[src/sv/fpa_pkg.sv]
// ============================================================================
// fpa_pkg
// Shared types, codes and field widths of the first-fit aligned pool allocator.
// ============================================================================
package fpa_pkg;

  localparam int CMD_W    = 2;
  localparam int DATA_W   = 32;
  localparam int STATUS_W = 4;
  localparam int BYTES_W  = 21;
  localparam int COUNT_W  = 7;

  // Request codes.
  localparam logic [CMD_W-1:0] CMD_ALLOC   = 2'd0;
  localparam logic [CMD_W-1:0] CMD_FREE    = 2'd1;
  localparam logic [CMD_W-1:0] CMD_REALLOC = 2'd2;

  // Result status codes.
  localparam logic [STATUS_W-1:0] ST_OK       = 4'd0;
  localparam logic [STATUS_W-1:0] ST_ZERO     = 4'd1;
  localparam logic [STATUS_W-1:0] ST_ALIGN    = 4'd2;
  localparam logic [STATUS_W-1:0] ST_OVERFLOW = 4'd3;
  localparam logic [STATUS_W-1:0] ST_LARGE    = 4'd4;
  localparam logic [STATUS_W-1:0] ST_NODESC   = 4'd5;
  localparam logic [STATUS_W-1:0] ST_NOMEM    = 4'd6;
  localparam logic [STATUS_W-1:0] ST_NULL     = 4'd7;
  localparam logic [STATUS_W-1:0] ST_UNKNOWN  = 4'd8;

  typedef enum logic [3:0] {
    OP_IDLE,
    OP_LOAD,
    OP_SCAN_INIT,
    OP_SCAN,
    OP_INS_INIT,
    OP_MOVE_INS,
    OP_INS_WRITE,
    OP_DEL_INIT,
    OP_MOVE_DEL,
    OP_DEL_FINISH,
    OP_SHRINK,
    OP_PUBLISH
  } dp_op_t;

  typedef enum logic [1:0] {
    SCAN_FIT,
    SCAN_FIND,
    SCAN_GAP
  } scan_mode_t;

  typedef enum logic [1:0] {
    ADDR_NONE,
    ADDR_OLD,
    ADDR_PLACE
  } addr_sel_t;

  typedef enum logic [1:0] {
    JOB_ALLOC,
    JOB_FREE,
    JOB_REALLOC,
    JOB_RELEASE_OLD
  } job_t;

  typedef enum logic [3:0] {
    S_IDLE,
    S_DISPATCH,
    S_FIND_INIT,
    S_FIND,
    S_REALLOC_DECIDE,
    S_FIT_INIT,
    S_FIT,
    S_INS_INIT,
    S_INS_MOVE,
    S_INS_WRITE,
    S_DEL_INIT,
    S_DEL_MOVE,
    S_DEL_FINISH,
    S_GAP_INIT,
    S_GAP,
    S_RESULT
  } state_t;

  typedef struct packed {
    dp_op_t               op;
    scan_mode_t           mode;
    logic                 set_res;
    logic [STATUS_W-1:0]  res_status;
    addr_sel_t            addr_sel;
  } dp_cmd_t;

  typedef struct packed {
    logic [CMD_W-1:0]     command;
    logic                 addr_zero;
    logic                 size_zero;
    logic                 align_ok;
    logic [STATUS_W-1:0]  alloc_code;
    logic                 scan_done;
    logic                 scan_hit;
    logic                 move_done;
    logic                 shrink_fits;
  } dp_stat_t;

endpackage

[src/sv/first_fit_aligned_pool_allocator_unit.sv]
// ============================================================================
// first_fit_aligned_pool_allocator_unit
// First-fit allocator with alignment over a pool described by a descriptor
// table.
// ============================================================================
// Requests arrive on the in_ channel (valid/ready) as command, address, size
// and alignment; each request yields exactly one transaction on the out_
// channel with status, address, bytes in use, live block count and largest
// free gap. The pool base is written through cfg_wr_en/cfg_wr_data; the user
// must write it only while the block is idle, which the block does not enforce.
// One request is processed at a time. The descriptor table lives in a memory
// with one read and one write port and is walked one row per cycle, so the
// cost grows with N, the number of live blocks.
// At reset the table is empty, bytes in use and the count are zero, the
// largest gap is the whole pool and the pool base is zero.
// A finished result sits in the output register; the block accepts the next
// request while that result waits, and only stalls on publishing a second
// result while the receiver still holds back out_ready.
// ============================================================================
module first_fit_aligned_pool_allocator_unit #(
  parameter int POOL_BYTES  = 1048576,
  parameter int DESCRIPTORS = 64
) (
  input  logic                            clk,
  input  logic                            rst_n,
  input  logic                            cfg_wr_en,
  input  logic [fpa_pkg::DATA_W-1:0]      cfg_wr_data,
  input  logic                            in_valid,
  output logic                            in_ready,
  input  logic [fpa_pkg::CMD_W-1:0]       in_command,
  input  logic [fpa_pkg::DATA_W-1:0]      in_address,
  input  logic [fpa_pkg::DATA_W-1:0]      in_size,
  input  logic [fpa_pkg::DATA_W-1:0]      in_alignment,
  output logic                            out_valid,
  input  logic                            out_ready,
  output logic [fpa_pkg::STATUS_W-1:0]    out_status,
  output logic [fpa_pkg::DATA_W-1:0]      out_result_address,
  output logic [fpa_pkg::BYTES_W-1:0]     out_bytes_in_use,
  output logic [fpa_pkg::COUNT_W-1:0]     out_live_blocks,
  output logic [fpa_pkg::BYTES_W-1:0]     out_largest_gap
);

  // Commands flow from the sequencer to the datapath; status flows back.
  fpa_pkg::dp_cmd_t  dp_cmd;
  fpa_pkg::dp_stat_t dp_stat;

  fpa_ctrl u_ctrl (
    .clk       (clk),
    .rst_n     (rst_n),
    .in_valid  (in_valid),
    .in_ready  (in_ready),
    .out_valid (out_valid),
    .out_ready (out_ready),
    .stat      (dp_stat),
    .cmd       (dp_cmd)
  );

  fpa_datapath #(
    .POOL_BYTES  (POOL_BYTES),
    .DESCRIPTORS (DESCRIPTORS)
  ) u_datapath (
    .clk                (clk),
    .rst_n              (rst_n),
    .cfg_wr_en          (cfg_wr_en),
    .cfg_wr_data        (cfg_wr_data),
    .in_command         (in_command),
    .in_address         (in_address),
    .in_size            (in_size),
    .in_alignment       (in_alignment),
    .cmd                (dp_cmd),
    .stat               (dp_stat),
    .out_status         (out_status),
    .out_result_address (out_result_address),
    .out_bytes_in_use   (out_bytes_in_use),
    .out_live_blocks    (out_live_blocks),
    .out_largest_gap    (out_largest_gap)
  );

endmodule

[src/sv/fpa_datapath.sv]
// ============================================================================
// fpa_datapath
// Descriptor memory, request registers, scan evaluator and result registers.
// ============================================================================
module fpa_datapath #(
  parameter int POOL_BYTES  = 1048576,
  parameter int DESCRIPTORS = 64
) (
  input  logic                                clk,
  input  logic                                rst_n,
  input  logic                                cfg_wr_en,
  input  logic [fpa_pkg::DATA_W-1:0]          cfg_wr_data,
  input  logic [fpa_pkg::CMD_W-1:0]           in_command,
  input  logic [fpa_pkg::DATA_W-1:0]          in_address,
  input  logic [fpa_pkg::DATA_W-1:0]          in_size,
  input  logic [fpa_pkg::DATA_W-1:0]          in_alignment,
  input  fpa_pkg::dp_cmd_t                    cmd,
  output fpa_pkg::dp_stat_t                   stat,
  output logic [fpa_pkg::STATUS_W-1:0]        out_status,
  output logic [fpa_pkg::DATA_W-1:0]          out_result_address,
  output logic [fpa_pkg::BYTES_W-1:0]         out_bytes_in_use,
  output logic [fpa_pkg::COUNT_W-1:0]         out_live_blocks,
  output logic [fpa_pkg::BYTES_W-1:0]         out_largest_gap
);

  localparam int OW  = $clog2(POOL_BYTES + 1);
  localparam int IW  = $clog2(DESCRIPTORS + 1);
  localparam int AIW = $clog2(DESCRIPTORS);
  localparam int XW  = 34;
  localparam int DW  = fpa_pkg::DATA_W;
  localparam logic [OW-1:0] POOL_SPAN = OW'(POOL_BYTES);
  localparam logic [IW-1:0] DESC_MAX  = IW'(DESCRIPTORS);

  typedef struct packed {
    logic [OW-1:0] off;
    logic [OW-1:0] req;
    logic [OW-1:0] rnd;
  } row_t;

  // Descriptor memory: one write and one registered read per cycle.
  row_t           mem_r [DESCRIPTORS];
  row_t           q_r;
  logic [AIW-1:0] rd_addr;
  logic [AIW-1:0] wr_addr;
  logic           wr_en;
  row_t           wr_row;

  logic [DW-1:0]                  pool_base_r;
  logic [fpa_pkg::CMD_W-1:0]      cmd_r;
  logic [DW-1:0]                  addr_r;
  logic [DW-1:0]                  size_r;
  logic                           pow2_r;
  logic                           ovf_r;
  logic                           large_r;
  logic [OW-1:0]                  amask_r;
  logic [OW-1:0]                  rnd_r;

  logic [IW-1:0]  count_r;
  logic [OW-1:0]  used_r;
  logic [OW-1:0]  largest_r;
  logic [IW-1:0]  idx_r;
  logic [IW-1:0]  ev_j_r;
  logic           ev_vld_r;
  logic [IW-1:0]  mv_left_r;
  logic [OW-1:0]  prev_end_r;
  logic [OW-1:0]  best_r;
  logic [IW-1:0]  hit_idx_r;
  logic [OW-1:0]  hit_off_r;
  logic [OW-1:0]  hit_req_r;
  logic [OW-1:0]  hit_rnd_r;
  logic [OW-1:0]  place_off_r;
  logic [DW-1:0]  place_addr_r;
  logic [fpa_pkg::STATUS_W-1:0] res_status_r;
  logic [DW-1:0]  res_addr_r;

  // Request decode.
  logic [DW-1:0]  al_n;
  logic [DW-1:0]  al_m1;
  logic [DW:0]    sum_w;
  logic [DW-1:0]  rounded_w;

  assign al_n      = (in_alignment == '0) ? DW'(1) : in_alignment;
  assign al_m1     = al_n - DW'(1);
  assign sum_w     = {1'b0, in_size} + {1'b0, al_m1};
  assign rounded_w = sum_w[DW-1:0] & ~al_m1;

  // Scan evaluation of one gap or one descriptor.
  logic           last;
  logic [OW-1:0]  e_rel;
  logic [OW-1:0]  gap;
  logic           gap_ok;
  logic [XW-1:0]  s_abs;
  logic [XW-1:0]  a_abs;
  logic [XW-1:0]  a_rel;
  logic           fits;
  logic           match;
  logic           hit;
  logic [OW-1:0]  best_gap;

  assign last   = (ev_j_r == count_r);
  assign e_rel  = last ? POOL_SPAN : q_r.off;
  assign gap    = e_rel - prev_end_r;
  assign gap_ok = e_rel > prev_end_r;
  assign s_abs  = XW'(pool_base_r) + XW'(prev_end_r);
  assign a_abs  = (s_abs + XW'(amask_r)) & ~XW'(amask_r);
  assign a_rel  = a_abs - XW'(pool_base_r);
  assign fits   = (e_rel >= prev_end_r) && ((a_rel + XW'(rnd_r)) <= XW'(e_rel));
  assign match  = !last && ((pool_base_r + DW'(q_r.off)) == addr_r);
  assign best_gap = (gap_ok && (gap > best_r)) ? gap : best_r;

  always_comb begin
    case (cmd.mode)
      fpa_pkg::SCAN_FIT:  hit = ev_vld_r && fits;
      fpa_pkg::SCAN_FIND: hit = ev_vld_r && match;
      default:            hit = 1'b0;
    endcase
  end

  // Status toward the controller.
  always_comb begin
    stat.command     = cmd_r;
    stat.addr_zero   = (addr_r == '0);
    stat.size_zero   = (size_r == '0);
    stat.align_ok    = pow2_r;
    stat.scan_hit    = hit;
    stat.scan_done   = ev_vld_r && (hit || last);
    stat.move_done   = (mv_left_r == '0) && !ev_vld_r;
    stat.shrink_fits = size_r <= DW'(hit_req_r);
    if (size_r == '0) begin
      stat.alloc_code = fpa_pkg::ST_ZERO;
    end else if (!pow2_r) begin
      stat.alloc_code = fpa_pkg::ST_ALIGN;
    end else if (ovf_r) begin
      stat.alloc_code = fpa_pkg::ST_OVERFLOW;
    end else if (large_r) begin
      stat.alloc_code = fpa_pkg::ST_LARGE;
    end else if (count_r >= DESC_MAX) begin
      stat.alloc_code = fpa_pkg::ST_NODESC;
    end else begin
      stat.alloc_code = fpa_pkg::ST_OK;
    end
  end

  // Memory port steering.
  logic [IW-1:0] ins_idx;
  logic [IW-1:0] del_idx;

  assign ins_idx = ev_j_r + IW'(1);
  assign del_idx = ev_j_r - IW'(1);
  assign rd_addr = idx_r[AIW-1:0];

  always_comb begin
    wr_en   = 1'b0;
    wr_addr = hit_idx_r[AIW-1:0];
    wr_row  = q_r;
    case (cmd.op)
      fpa_pkg::OP_MOVE_INS: begin
        wr_en   = ev_vld_r;
        wr_addr = ins_idx[AIW-1:0];
      end
      fpa_pkg::OP_MOVE_DEL: begin
        wr_en   = ev_vld_r;
        wr_addr = del_idx[AIW-1:0];
      end
      fpa_pkg::OP_INS_WRITE: begin
        wr_en  = 1'b1;
        wr_row = '{off: place_off_r, req: size_r[OW-1:0], rnd: rnd_r};
      end
      fpa_pkg::OP_SHRINK: begin
        wr_en  = 1'b1;
        wr_row = '{off: hit_off_r, req: size_r[OW-1:0], rnd: hit_rnd_r};
      end
      default: begin
        wr_en = 1'b0;
      end
    endcase
  end

  always_ff @(posedge clk) begin
    if (wr_en) begin
      mem_r[wr_addr] <= wr_row;
    end
    q_r <= mem_r[rd_addr];
  end

  // Control state of the datapath.
  always_ff @(posedge clk) begin
    if (!rst_n) begin
      pool_base_r <= '0;
      count_r     <= '0;
      used_r      <= '0;
      largest_r   <= POOL_SPAN;
      ev_vld_r    <= 1'b0;
      mv_left_r   <= '0;
    end else begin
      if (cfg_wr_en) begin
        pool_base_r <= cfg_wr_data;
      end
      case (cmd.op)
        fpa_pkg::OP_SCAN_INIT: begin
          ev_vld_r <= 1'b0;
        end
        fpa_pkg::OP_SCAN: begin
          ev_vld_r <= (idx_r <= count_r);
          if (ev_vld_r && (cmd.mode == fpa_pkg::SCAN_GAP) && last) begin
            largest_r <= best_gap;
          end
        end
        fpa_pkg::OP_INS_INIT: begin
          ev_vld_r  <= 1'b0;
          mv_left_r <= count_r - hit_idx_r;
        end
        fpa_pkg::OP_DEL_INIT: begin
          ev_vld_r  <= 1'b0;
          mv_left_r <= count_r - IW'(1) - hit_idx_r;
        end
        fpa_pkg::OP_MOVE_INS, fpa_pkg::OP_MOVE_DEL: begin
          ev_vld_r <= (mv_left_r != '0);
          if (mv_left_r != '0) begin
            mv_left_r <= mv_left_r - IW'(1);
          end
        end
        fpa_pkg::OP_INS_WRITE: begin
          count_r <= count_r + IW'(1);
          used_r  <= used_r + rnd_r;
        end
        fpa_pkg::OP_DEL_FINISH: begin
          count_r <= count_r - IW'(1);
          used_r  <= used_r - hit_rnd_r;
        end
        default: begin
          ev_vld_r <= ev_vld_r;
        end
      endcase
    end
  end

  // Payload registers.
  always_ff @(posedge clk) begin
    case (cmd.op)
      fpa_pkg::OP_LOAD: begin
        cmd_r   <= in_command;
        addr_r  <= in_address;
        size_r  <= in_size;
        pow2_r  <= (al_n & al_m1) == '0;
        ovf_r   <= sum_w[DW];
        large_r <= rounded_w > DW'(POOL_BYTES);
        amask_r <= al_m1[OW-1:0];
        rnd_r   <= rounded_w[OW-1:0];
      end
      fpa_pkg::OP_SCAN_INIT: begin
        idx_r      <= '0;
        prev_end_r <= '0;
        best_r     <= '0;
      end
      fpa_pkg::OP_SCAN: begin
        if (idx_r <= count_r) begin
          idx_r  <= idx_r + IW'(1);
          ev_j_r <= idx_r;
        end
        if (ev_vld_r) begin
          prev_end_r <= q_r.off + q_r.rnd;
          best_r     <= best_gap;
          if ((cmd.mode == fpa_pkg::SCAN_FIT) && fits) begin
            hit_idx_r    <= ev_j_r;
            place_off_r  <= a_rel[OW-1:0];
            place_addr_r <= a_abs[DW-1:0];
          end
          if ((cmd.mode == fpa_pkg::SCAN_FIND) && match) begin
            hit_idx_r <= ev_j_r;
            hit_off_r <= q_r.off;
            hit_req_r <= q_r.req;
            hit_rnd_r <= q_r.rnd;
          end
        end
      end
      fpa_pkg::OP_INS_INIT: begin
        idx_r <= count_r - IW'(1);
      end
      fpa_pkg::OP_DEL_INIT: begin
        idx_r <= hit_idx_r + IW'(1);
      end
      fpa_pkg::OP_MOVE_INS: begin
        if (mv_left_r != '0) begin
          ev_j_r <= idx_r;
          idx_r  <= idx_r - IW'(1);
        end
      end
      fpa_pkg::OP_MOVE_DEL: begin
        if (mv_left_r != '0) begin
          ev_j_r <= idx_r;
          idx_r  <= idx_r + IW'(1);
        end
      end
      fpa_pkg::OP_PUBLISH: begin
        out_status         <= res_status_r;
        out_result_address <= res_addr_r;
        out_bytes_in_use   <= fpa_pkg::BYTES_W'(used_r);
        out_live_blocks    <= fpa_pkg::COUNT_W'(count_r);
        out_largest_gap    <= fpa_pkg::BYTES_W'(largest_r);
      end
      default: begin
        idx_r <= idx_r;
      end
    endcase
    if (cmd.set_res) begin
      res_status_r <= cmd.res_status;
      case (cmd.addr_sel)
        fpa_pkg::ADDR_OLD:   res_addr_r <= addr_r;
        fpa_pkg::ADDR_PLACE: res_addr_r <= place_addr_r;
        default:             res_addr_r <= '0;
      endcase
    end
  end

endmodule

[src/sv/fpa_ctrl.sv]
// ============================================================================
// fpa_ctrl
// Request sequencer: walks alloc, free and realloc through datapath steps.
// ============================================================================
module fpa_ctrl (
  input  logic               clk,
  input  logic               rst_n,
  input  logic               in_valid,
  output logic               in_ready,
  output logic               out_valid,
  input  logic               out_ready,
  input  fpa_pkg::dp_stat_t  stat,
  output fpa_pkg::dp_cmd_t   cmd
);

  fpa_pkg::state_t state_r, state_nxt;
  fpa_pkg::job_t   job_r, job_nxt;
  logic            out_valid_r, out_valid_nxt;

  always_ff @(posedge clk) begin
    if (!rst_n) begin
      state_r     <= fpa_pkg::S_IDLE;
      job_r       <= fpa_pkg::JOB_ALLOC;
      out_valid_r <= 1'b0;
    end else begin
      state_r     <= state_nxt;
      job_r       <= job_nxt;
      out_valid_r <= out_valid_nxt;
    end
  end

  assign out_valid = out_valid_r;
  assign in_ready  = (state_r == fpa_pkg::S_IDLE);

  always_comb begin
    state_nxt      = state_r;
    job_nxt        = job_r;
    cmd.op         = fpa_pkg::OP_IDLE;
    cmd.mode       = fpa_pkg::SCAN_GAP;
    cmd.set_res    = 1'b0;
    cmd.res_status = fpa_pkg::ST_OK;
    cmd.addr_sel   = fpa_pkg::ADDR_NONE;
    unique case (state_r)
      fpa_pkg::S_IDLE: begin
        if (in_valid) begin
          cmd.op    = fpa_pkg::OP_LOAD;
          state_nxt = fpa_pkg::S_DISPATCH;
        end
      end
      fpa_pkg::S_DISPATCH: begin
        unique case (stat.command)
          fpa_pkg::CMD_ALLOC: begin
            if (stat.alloc_code != fpa_pkg::ST_OK) begin
              cmd.set_res    = 1'b1;
              cmd.res_status = stat.alloc_code;
              state_nxt      = fpa_pkg::S_RESULT;
            end else begin
              job_nxt   = fpa_pkg::JOB_ALLOC;
              state_nxt = fpa_pkg::S_FIT_INIT;
            end
          end
          fpa_pkg::CMD_FREE: begin
            if (stat.addr_zero) begin
              cmd.set_res    = 1'b1;
              cmd.res_status = fpa_pkg::ST_NULL;
              state_nxt      = fpa_pkg::S_RESULT;
            end else begin
              job_nxt   = fpa_pkg::JOB_FREE;
              state_nxt = fpa_pkg::S_FIND_INIT;
            end
          end
          fpa_pkg::CMD_REALLOC: begin
            if (stat.addr_zero) begin
              if (stat.alloc_code != fpa_pkg::ST_OK) begin
                cmd.set_res    = 1'b1;
                cmd.res_status = stat.alloc_code;
                state_nxt      = fpa_pkg::S_RESULT;
              end else begin
                job_nxt   = fpa_pkg::JOB_ALLOC;
                state_nxt = fpa_pkg::S_FIT_INIT;
              end
            end else if (stat.size_zero) begin
              job_nxt   = fpa_pkg::JOB_FREE;
              state_nxt = fpa_pkg::S_FIND_INIT;
            end else if (!stat.align_ok) begin
              cmd.set_res    = 1'b1;
              cmd.res_status = fpa_pkg::ST_ALIGN;
              state_nxt      = fpa_pkg::S_RESULT;
            end else begin
              job_nxt   = fpa_pkg::JOB_REALLOC;
              state_nxt = fpa_pkg::S_FIND_INIT;
            end
          end
          default: begin
            cmd.set_res = 1'b1;
            state_nxt   = fpa_pkg::S_RESULT;
          end
        endcase
      end
      fpa_pkg::S_FIND_INIT: begin
        cmd.op    = fpa_pkg::OP_SCAN_INIT;
        cmd.mode  = fpa_pkg::SCAN_FIND;
        state_nxt = fpa_pkg::S_FIND;
      end
      fpa_pkg::S_FIND: begin
        cmd.op   = fpa_pkg::OP_SCAN;
        cmd.mode = fpa_pkg::SCAN_FIND;
        if (stat.scan_done) begin
          if (!stat.scan_hit) begin
            cmd.set_res    = 1'b1;
            cmd.res_status = fpa_pkg::ST_UNKNOWN;
            state_nxt      = fpa_pkg::S_RESULT;
          end else if (job_r == fpa_pkg::JOB_REALLOC) begin
            state_nxt = fpa_pkg::S_REALLOC_DECIDE;
          end else begin
            state_nxt = fpa_pkg::S_DEL_INIT;
          end
        end
      end
      fpa_pkg::S_REALLOC_DECIDE: begin
        if (stat.shrink_fits) begin
          cmd.op         = fpa_pkg::OP_SHRINK;
          cmd.set_res    = 1'b1;
          cmd.res_status = fpa_pkg::ST_OK;
          cmd.addr_sel   = fpa_pkg::ADDR_OLD;
          state_nxt      = fpa_pkg::S_RESULT;
        end else if (stat.alloc_code != fpa_pkg::ST_OK) begin
          cmd.set_res    = 1'b1;
          cmd.res_status = stat.alloc_code;
          cmd.addr_sel   = fpa_pkg::ADDR_OLD;
          state_nxt      = fpa_pkg::S_RESULT;
        end else begin
          state_nxt = fpa_pkg::S_FIT_INIT;
        end
      end
      fpa_pkg::S_FIT_INIT: begin
        cmd.op    = fpa_pkg::OP_SCAN_INIT;
        cmd.mode  = fpa_pkg::SCAN_FIT;
        state_nxt = fpa_pkg::S_FIT;
      end
      fpa_pkg::S_FIT: begin
        cmd.op   = fpa_pkg::OP_SCAN;
        cmd.mode = fpa_pkg::SCAN_FIT;
        if (stat.scan_done) begin
          if (stat.scan_hit) begin
            state_nxt = fpa_pkg::S_INS_INIT;
          end else begin
            cmd.set_res    = 1'b1;
            cmd.res_status = fpa_pkg::ST_NOMEM;
            cmd.addr_sel   = (job_r == fpa_pkg::JOB_REALLOC) ?
                             fpa_pkg::ADDR_OLD : fpa_pkg::ADDR_NONE;
            state_nxt      = fpa_pkg::S_RESULT;
          end
        end
      end
      fpa_pkg::S_INS_INIT: begin
        cmd.op    = fpa_pkg::OP_INS_INIT;
        state_nxt = fpa_pkg::S_INS_MOVE;
      end
      fpa_pkg::S_INS_MOVE: begin
        cmd.op = fpa_pkg::OP_MOVE_INS;
        if (stat.move_done) begin
          state_nxt = fpa_pkg::S_INS_WRITE;
        end
      end
      fpa_pkg::S_INS_WRITE: begin
        cmd.op         = fpa_pkg::OP_INS_WRITE;
        cmd.set_res    = 1'b1;
        cmd.res_status = fpa_pkg::ST_OK;
        cmd.addr_sel   = fpa_pkg::ADDR_PLACE;
        if (job_r == fpa_pkg::JOB_REALLOC) begin
          job_nxt   = fpa_pkg::JOB_RELEASE_OLD;
          state_nxt = fpa_pkg::S_FIND_INIT;
        end else begin
          state_nxt = fpa_pkg::S_GAP_INIT;
        end
      end
      fpa_pkg::S_DEL_INIT: begin
        cmd.op    = fpa_pkg::OP_DEL_INIT;
        state_nxt = fpa_pkg::S_DEL_MOVE;
      end
      fpa_pkg::S_DEL_MOVE: begin
        cmd.op = fpa_pkg::OP_MOVE_DEL;
        if (stat.move_done) begin
          state_nxt = fpa_pkg::S_DEL_FINISH;
        end
      end
      fpa_pkg::S_DEL_FINISH: begin
        cmd.op = fpa_pkg::OP_DEL_FINISH;
        if (job_r != fpa_pkg::JOB_RELEASE_OLD) begin
          cmd.set_res    = 1'b1;
          cmd.res_status = fpa_pkg::ST_OK;
        end
        state_nxt = fpa_pkg::S_GAP_INIT;
      end
      fpa_pkg::S_GAP_INIT: begin
        cmd.op    = fpa_pkg::OP_SCAN_INIT;
        state_nxt = fpa_pkg::S_GAP;
      end
      fpa_pkg::S_GAP: begin
        cmd.op = fpa_pkg::OP_SCAN;
        if (stat.scan_done) begin
          state_nxt = fpa_pkg::S_RESULT;
        end
      end
      fpa_pkg::S_RESULT: begin
        if (!out_valid_r || out_ready) begin
          cmd.op    = fpa_pkg::OP_PUBLISH;
          state_nxt = fpa_pkg::S_IDLE;
        end
      end
      default: begin
        state_nxt = fpa_pkg::S_IDLE;
      end
    endcase
  end

  always_comb begin
    if (cmd.op == fpa_pkg::OP_PUBLISH) begin
      out_valid_nxt = 1'b1;
    end else if (out_ready) begin
      out_valid_nxt = 1'b0;
    end else begin
      out_valid_nxt = out_valid_r;
    end
  end

endmodule
[config.mk]
export PLATFORM = sky130hd
export DESIGN_NAME = first_fit_aligned_pool_allocator_unit
export DESIGN_NICKNAME = d
export VERILOG_FILES = /design/src/sv/fpa_pkg.sv /design/src/sv/first_fit_aligned_pool_allocator_unit.sv /design/src/sv/fpa_datapath.sv /design/src/sv/fpa_ctrl.sv
export SDC_FILE = /design/constraint.sdc
export NUM_CORES = 2
export LEC_CHECK = 0
export BUFFER_PORTS_ARGS = -buffer_cell sky130_fd_sc_hd__buf_2
export CORE_MARGIN = 1
export CORE_UTILIZATION = 34
export CTS_BUF_LIST = sky130_fd_sc_hd__clkbuf_4 sky130_fd_sc_hd__clkbuf_8
export CTS_CLUSTER_DIAMETER = 150
export CTS_CLUSTER_SIZE = 30
export DETAILED_ROUTE_END_ITERATION = 10
export GPL_TIMING_DRIVEN = 0
export PLACE_DENSITY = 0.56
export SETUP_SLACK_MARGIN = 0.5
export SYNTH_ARGS = -nofsm -noshare
export SYNTH_HDL_FRONTEND = slang
export SYNTH_HIERARCHICAL = 1
export SYNTH_SLANG_ARGS = --single-unit
[constraint.sdc]
create_clock -name clk -period 23.2 [get_ports clk]
set_input_delay 3.48 -clock clk [delete_from_list [all_inputs] [get_ports clk]]
set_output_delay 3.48 -clock clk [all_outputs]
set_load 0.05 [all_outputs]
---- Word-level counts from Yosys, hierarchy flattened ----
Memories as Yosys holds them, arrays and structs flattened. A register that Yosys moved wholly into a read port is not among the register bits.
Index checks and enable logic that the tools add are counted.
word-level totals
  register bits ........................... 507
  bits in latches ......................... 0
  memory bits (writable) .................. 4032
  memory bits (read-only) ................. 0
  input port bits ......................... 135
  output and inout bits ................... 87
  logic and storage cells ................. 257
  memories kept ........................... 1
operators by class
  add/sub/neg operators ................... 21
  multiply operators ...................... 0
  div/mod/pow operators ................... 0
  order comparisons ....................... 8
  eq/ne operators ......................... 52
  shift-type cells ........................ 0
  mux-type cells .......................... 84
  bitwise logic cells ..................... 5
  reduce and logical (&&, ||, !) cells .... 52
memories
  name              depth  bits a word  rd ports  clocked after memory_dff  write ports  line                text
  u_datapath.mem_r  64     63           1         1                         1            fpa_datapath.sv:41  row_t mem_r [DESCRIPTORS];
operator list
  operator                                          count
  32-bit logical NOT                                4
  21-bit case mux with 2 select lines               3
  63-bit case mux with 2 select lines               1
  4-bit two-way mux                                 23
  21-bit two-way mux                                4
  7-bit two-way mux                                 12
  34-bit by 21-bit adder with 34-bit output         2
  32-bit AND                                        2
  32-bit case mux with 2 select lines               1
  4-bit case mux with 16 select lines               1
  4-bit == test, second input constant              12
  4-bit case mux with 11 select lines               1
  21-bit adder                                      2
  21-bit > comparator                               2
  7-bit case mux with 6 select lines                1
  21-bit subtractor                                 2
  5-bit two-way mux                                 8
  34-bit AND                                        1
  34-bit by 21-bit <= comparator with 1-bit output  1
  21-bit inverter with 34-bit output                1
  34-bit by 32-bit subtractor with 34-bit output    1
  32-bit by 21-bit adder with 33-bit output         1
  32-bit by 32-bit adder with 33-bit output         1
  32-bit by 21-bit adder with 32-bit output         1
  55 further kinds                                  134

---- Depth between registers and ports, before layout ----
  word-level depth ........................ 15
  gate-level depth with buffers ........... 51
  gate-level depth less buffers ........... 49

---- By module ----
The synthesis kept the hierarchy.
modules (own cells, without submodules)
  module        instances  cells each  area an instance (µm²)  seq. area each (µm²)
  fpa_datapath  1          9264        187209.5                136460.9
  fpa_ctrl      1          143         974.7                   140.1

---- Worst setup path before layout ----
Ideal clock, no wire load.
  path type ............................... input-to-reg
  start point ............................. in out_ready
  end point ............................... reg u_datapath.addr_r[0], enable pin
  library setup time ...................... 0.717 ns
  data arrival time ....................... 12.062 ns
  path slack .............................. 10.421 ns
  stages .................................. 8
  path buffers ............................ 1
  cells stage by stage .................... nand2b_1 -> a21oi_1 -> o21ai_1 -> a211o_1 -> clkbuf_1 -> clkinv_1 -> nand2_1 -> nor3_1
RTL lines
  element               line                                         text
  start, declared       first_fit_aligned_pool_allocator_unit.sv:35  input logic out_ready,
  end signal, assigned  fpa_datapath.sv:243                          addr_r <= in_address;
  end, declared         fpa_datapath.sv:50                           logic [DW-1:0] addr_r;

==> metrics.txt <==
# TYPE chip_impl_metric gauge
chip_impl_metric{name="route.detailed.vias_per_inst",unit=""} 5.555
chip_impl_metric{name="mappedNetlistNets",unit=""} 9886
chip_impl_metric{name="dieWidth",unit="microns"} 746.0
chip_impl_metric{name="post_route_cells_drive_above_1_share",unit="%"} 23.37
chip_impl_metric{name="worst_clock_skew",unit="ns"} 0.1449
chip_impl_metric{name="detailedPlacementHpwl",unit="microns"} 422400
chip_impl_metric{name="final_cell_area",unit="sq mm"} 0.2084
chip_impl_metric{name="n_fill_cell",unit=""} 49547
chip_impl_metric{name="max_stage_delay",unit="ns"} 1.09
chip_impl_info{name="r2r-start",value="u_datapath/pool_base_r[1]"} 1
chip_impl_metric{name="drtPass1Iterations",unit=""} 6
chip_impl_metric{name="setup_viol",unit=""} 0
chip_impl_metric{name="synthArstFlopShare",unit="%"} 0
chip_impl_metric{name="seq_area_frac_synth",unit="%"} 72.59
chip_impl_metric{name="timing.fmax",unit="MHz"} 75.62
chip_impl_metric{name="p_leak",unit="uW"} 0.06508
chip_impl_metric{name="wl",unit="microns"} 562800
chip_impl_metric{name="route.detailed.wl_per_inst",unit="microns"} 32.16
chip_impl_metric{name="timing.critical_path.arrival",unit="ns"} 14.10
chip_impl_info{name="cts.root.buffer_cell",value="sky130_fd_sc_hd__clkbuf_8"} 1
chip_impl_metric{name="power.share.switching",unit="%"} 39.79
chip_impl_info{name="layout.cells.most_common",value="sky130_fd_sc_hd__edfxtp_1"} 1
chip_impl_metric{name="regArea",unit="sq mm"} 0.1366
chip_impl_metric{name="final.min_clock_period",unit="ns"} 13.22
chip_impl_metric{name="holdPathStages",unit=""} 0
chip_impl_metric{name="synth_enable_flop_cells",unit=""} 4443
chip_impl_metric{name="grt_use_total",unit="%"} 19.67
chip_impl_metric{name="final_min_period_over_clock_period",unit="%"} 57.00
chip_impl_metric{name="post_detailed_route_drc_marker_count",unit=""} 0
chip_impl_info{name="setup.worst_path.end_class",value="flip-flop"} 1
chip_impl_metric{name="yosysWarnings",unit=""} 6
chip_impl_metric{name="max-cap-violations",unit=""} 0
chip_impl_metric{name="critPathMaxFanout",unit=""} 10
chip_impl_metric{name="detail-route-antenna-nets",unit=""} 0
chip_impl_info{name="criticalPathCategory",value="reg2reg"} 1
chip_impl_metric{name="wire_length_of_the_first_global_routing_pass",unit="microns"} 774100
chip_impl_metric{name="vias_in_the_first_global_route",unit=""} 96808
chip_impl_metric{name="design.portCount",unit=""} 222
chip_impl_info{name="layout.cells.most_common_list",value="sky130_fd_sc_hd__edfxtp_1, sky130_fd_sc_hd__mux4_2, sky130_fd_sc_hd__nand2_1"} 1
chip_impl_metric{name="grt_max_degree",unit=""} 65
chip_impl_metric{name="reg2reg_setup_slack",unit="ns"} 9.98
chip_impl_info{name="rr_endpoint",value="u_datapath/res_addr_r[0]"} 1
chip_impl_info{name="synth_area_leaders",value="sky130_fd_sc_hd__edfxtp_1, sky130_fd_sc_hd__mux4_2, sky130_fd_sc_hd__ha_1, sky130_fd_sc_hd__dfxtp_1, sky130_fd_sc_hd__nand2_1"} 1
chip_impl_metric{name="synth.distinct_cells",unit=""} 103
chip_impl_info{name="class_of_the_tightest_hold_or_removal_check",value="reg2reg"} 1
chip_impl_metric{name="setup-tns-final",unit="ns"} 0
chip_impl_metric{name="antenna_found_initial",unit=""} 66
chip_impl_metric{name="placement_rows",unit=""} 272
chip_impl_metric{name="h_tree_depth",unit=""} 4
chip_impl_info{name="result_of_the_run",value="finished clean"} 1
chip_impl_metric{name="sw_power",unit="uW"} 11200
chip_impl_metric{name="finalMaxSlewViolations",unit=""} 0
chip_impl_metric{name="power_per_cell_area",unit="mW/mm^2"} 135.1
chip_impl_metric{name="floorplan.die_area",unit="sq mm"} 0.5565
chip_impl_metric{name="port_buffers",unit=""} 220
chip_impl_metric{name="coreArea",unit="sq mm"} 0.5500
chip_impl_metric{name="placed_instance_area",unit="sq mm"} 0.2048
chip_impl_metric{name="whs",unit="ns"} 0.4389
chip_impl_metric{name="nets",unit=""} 10571
chip_impl_info{name="sink_of_the_worst_hold_path",value="u_datapath/out_result_address[22]"} 1
chip_impl_metric{name="internal_power",unit="uW"} 16950
chip_impl_metric{name="globalRoute.totalOverflow",unit=""} 0
chip_impl_metric{name="cts_setup_buffers",unit=""} 0
chip_impl_info{name="tritoncts",value="done"} 1
chip_impl_metric{name="area_occupied_by_multi_input_gates",unit="sq mm"} 0.04964
chip_impl_metric{name="reg_power_share",unit="%"} 40.8
chip_impl_metric{name="slew_worst_pin",unit="ns"} 1.418
chip_impl_metric{name="initial_drc_count",unit=""} 13544
chip_impl_metric{name="post_synth_instance_area",unit="sq mm"} 0.1882
chip_impl_metric{name="detailroute.via_count",unit=""} 97207
chip_impl_metric{name="tritoncts_num_sinks",unit=""} 4602
chip_impl_metric{name="irDropWorstVdd",unit="V"} 0.0001847
chip_impl_metric{name="timing.max_slew.rel_slack",unit="%"} 5.457
chip_impl_metric{name="ctsHoldBuffers",unit=""} 0
chip_impl_info{name="timing.hold.worst.start",value="u_datapath/res_addr_r[22]"} 1
chip_impl_metric{name="layout-area-overhead-vs-synth",unit="%"} 10.76
chip_impl_info{name="netlist.top_cell.by_area",value="sky130_fd_sc_hd__edfxtp_1"} 1
chip_impl_metric{name="cts-resized-gates",unit=""} 0
chip_impl_info{name="start_kind",value="flip-flop"} 1
chip_impl_metric{name="die_outline_height",unit="microns"} 746.0
chip_impl_metric{name="yosys.area.top_type_share",unit="%"} 70.90
chip_impl_info{name="ys_dominant_reg_cell",value="sky130_fd_sc_hd__edfxtp_1"} 1
chip_impl_metric{name="power_share_of_the_combinational_group",unit="%"} 47.3
chip_impl_metric{name="ys_seq_elements",unit=""} 4602
chip_impl_metric{name="clk_pin_slew_worst_paths",unit="ns"} 0.18
chip_impl_metric{name="cts_buffer_depth",unit=""} 4
chip_impl_metric{name="clock_latency_reported_for_the_late_side_of_the_worst_skew_pair",unit="ns"} 1.22
chip_impl_metric{name="clock_power_share",unit="%"} 11.9
chip_impl_info{name="cp_slowest_cell",value="sky130_fd_sc_hd__nor3_1"} 1
chip_impl_metric{name="finalHoldViolations",unit=""} 0
chip_impl_metric{name="numCtsBuffers",unit=""} 177
chip_impl_metric{name="cp.required",unit="ns"} 24.08
chip_impl_metric{name="start_util",unit="%"} 34.22
chip_impl_metric{name="postSynthCellCount",unit=""} 9407
chip_impl_metric{name="timing.reg2reg.worst_path_depth",unit=""} 42
chip_impl_metric{name="synthesis.area_per_instance",unit="sq um"} 20.00
chip_impl_info{name="grt_setup_unrepaired",value="no"} 1
chip_impl_metric{name="final_weighted_congestion_in_routability_driven_placement",unit=""} 0.9278
[critical path: cells and delay by family, from the launching register on]
kind | cells | cell delay (ns)
AO/OA/AOI/OAI | 22 | 6.20
buffers and inverters | 2 | 0.39
adder cells (fa/ha/maj) | 7 | 2.72
AND/OR/NAND/NOR | 9 | 2.24
flip-flops | 1 | 0.84
XOR/XNOR | 2 | 0.56
[cells in the mapped netlist (54+ instances only)]
| master | instances |
|---|---|
| sky130_fd_sc_hd__nand2b_1 | 56 |
| sky130_fd_sc_hd__a22oi_1 | 76 |
| sky130_fd_sc_hd__mux4_2 | 1323 |
| sky130_fd_sc_hd__nand4_1 | 54 |
| sky130_fd_sc_hd__inv_1 | 266 |
| sky130_fd_sc_hd__mux2i_1 | 64 |
| sky130_fd_sc_hd__ha_1 | 313 |
| sky130_fd_sc_hd__a21oi_1 | 186 |
| sky130_fd_sc_hd__nor2_1 | 334 |
| sky130_fd_sc_hd__o21ai_0 | 184 |
| sky130_fd_sc_hd__nor3_1 | 71 |
| sky130_fd_sc_hd__dfxtp_1 | 159 |
| sky130_fd_sc_hd__clkbuf_1 | 346 |
| sky130_fd_sc_hd__nand2_1 | 395 |
| sky130_fd_sc_hd__nor2b_1 | 66 |
| sky130_fd_sc_hd__xnor2_1 | 157 |
| sky130_fd_sc_hd__buf_1 | 77 |
| sky130_fd_sc_hd__nand3_1 | 75 |
| sky130_fd_sc_hd__edfxtp_1 | 4443 |
| sky130_fd_sc_hd__xor2_1 | 85 |
| sky130_fd_sc_hd__a21o_1 | 88 |
[cell type report]
class	instances	share of cell area (%)
antenna	16	0.01921
buffer	438	0.8290
clock buffer	293	1.596
clock inverter	16	0.09485
inverter	270	0.4862
multi-input combinational	4097	23.82
sequential	4602	65.54
tap	7261	4.359
timing repair buffer	506	3.263
[power groups by stage]
stage	Combinational (uW)	Sequential, uW	Clock, uW
3_5_place_dp	13300	11600	0
2_1_floorplan	8400	11300	0
4_1_cts	13300	11500	3450
5_1_grt	14200	11500	3680
3_3_place_gp	12600	11900	0
6_report	13300	11500	3360
[stage by stage]
stage	std cells	setup slack (ns)	util [%]	power, uW
2_1_floorplan	9407	10.42	-	19740
3_3_place_gp	16888	3.991	36.07	24500
3_5_place_dp	17170	10.16	37.24	24910
4_1_cts	17479	10.04	37.88	28240
5_1_grt	17484	9.424	37.89	29410
6_report	17499	9.977	37.90	28150
[cell families (layout without fill, tap and decap cells)]
| kind of cell | after synthesis | count (layout) | share of synthesized area, % |
|---|---|---|---|
| flip-flops | 4602 | 4602 | 72.59 |
| multiplexers | 1392 | 1392 | 16.20 |
| AND/OR/NAND/NOR | 1267 | 1267 | 3.229 |
| AO/OA/AOI/OAI | 851 | 851 | 3.011 |
| buffers and inverters | 708 | 1523 | 1.428 |
| adder cells (fa/ha/maj) | 344 | 344 | 2.411 |
| XOR/XNOR | 242 | 242 | 1.126 |
| other | 1 | 17 | 0.001993 |
[per-layer routing]
layer | vias to the layer above | share of wire (%) | global-route usage (%)
met3 | 626 | 8.2 | 3.478
met4 | 8 | 3.2 | 5.514
met2 | 4344 | 48 | 32.61
li1 | 39730 | - | -
met1 | 52499 | 40 | 26.71
met5 | - | 0.0089 | 0
[flip-flops by register name (all words and copies together) (netlist names), 21 cells and up]
register,flops
u_datapath/addr_r,32
u_datapath/amask_r,21
u_datapath/best_r,21
u_datapath/hit_off_r,21
u_datapath/hit_req_r,21
u_datapath/hit_rnd_r,21
u_datapath/largest_r,21
u_datapath/mem_r,4032
u_datapath/out_bytes_in_use,21
u_datapath/out_largest_gap,21
u_datapath/out_result_address,32
u_datapath/place_addr_r,32
u_datapath/place_off_r,21
u_datapath/pool_base_r,32
u_datapath/prev_end_r,21
u_datapath/q_r,63
u_datapath/res_addr_r,32
u_datapath/rnd_r,21
u_datapath/size_r,32
u_datapath/used_r,21
[how the worst max path moves through the flow]
stage / from / cells after the start / to / slack, ns
floorplan: out_ready / 8 / u_datapath/addr_r[0] / 10.42
global placement: u_datapath/size_r[21] / 15 / u_datapath/mem_r[29][28] / 3.99
detailed placement: u_datapath/pool_base_r[1] / 42 / u_datapath/res_addr_r[0] / 10.16
CTS: u_datapath/pool_base_r[1] / 42 / u_datapath/res_addr_r[0] / 10.04
global route: u_datapath/pool_base_r[1] / 46 / u_datapath/res_addr_r[14] / 9.42
finish: u_datapath/pool_base_r[1] / 42 / u_datapath/res_addr_r[0] / 9.98
Note: power is estimated with default switching activity, not from simulation.
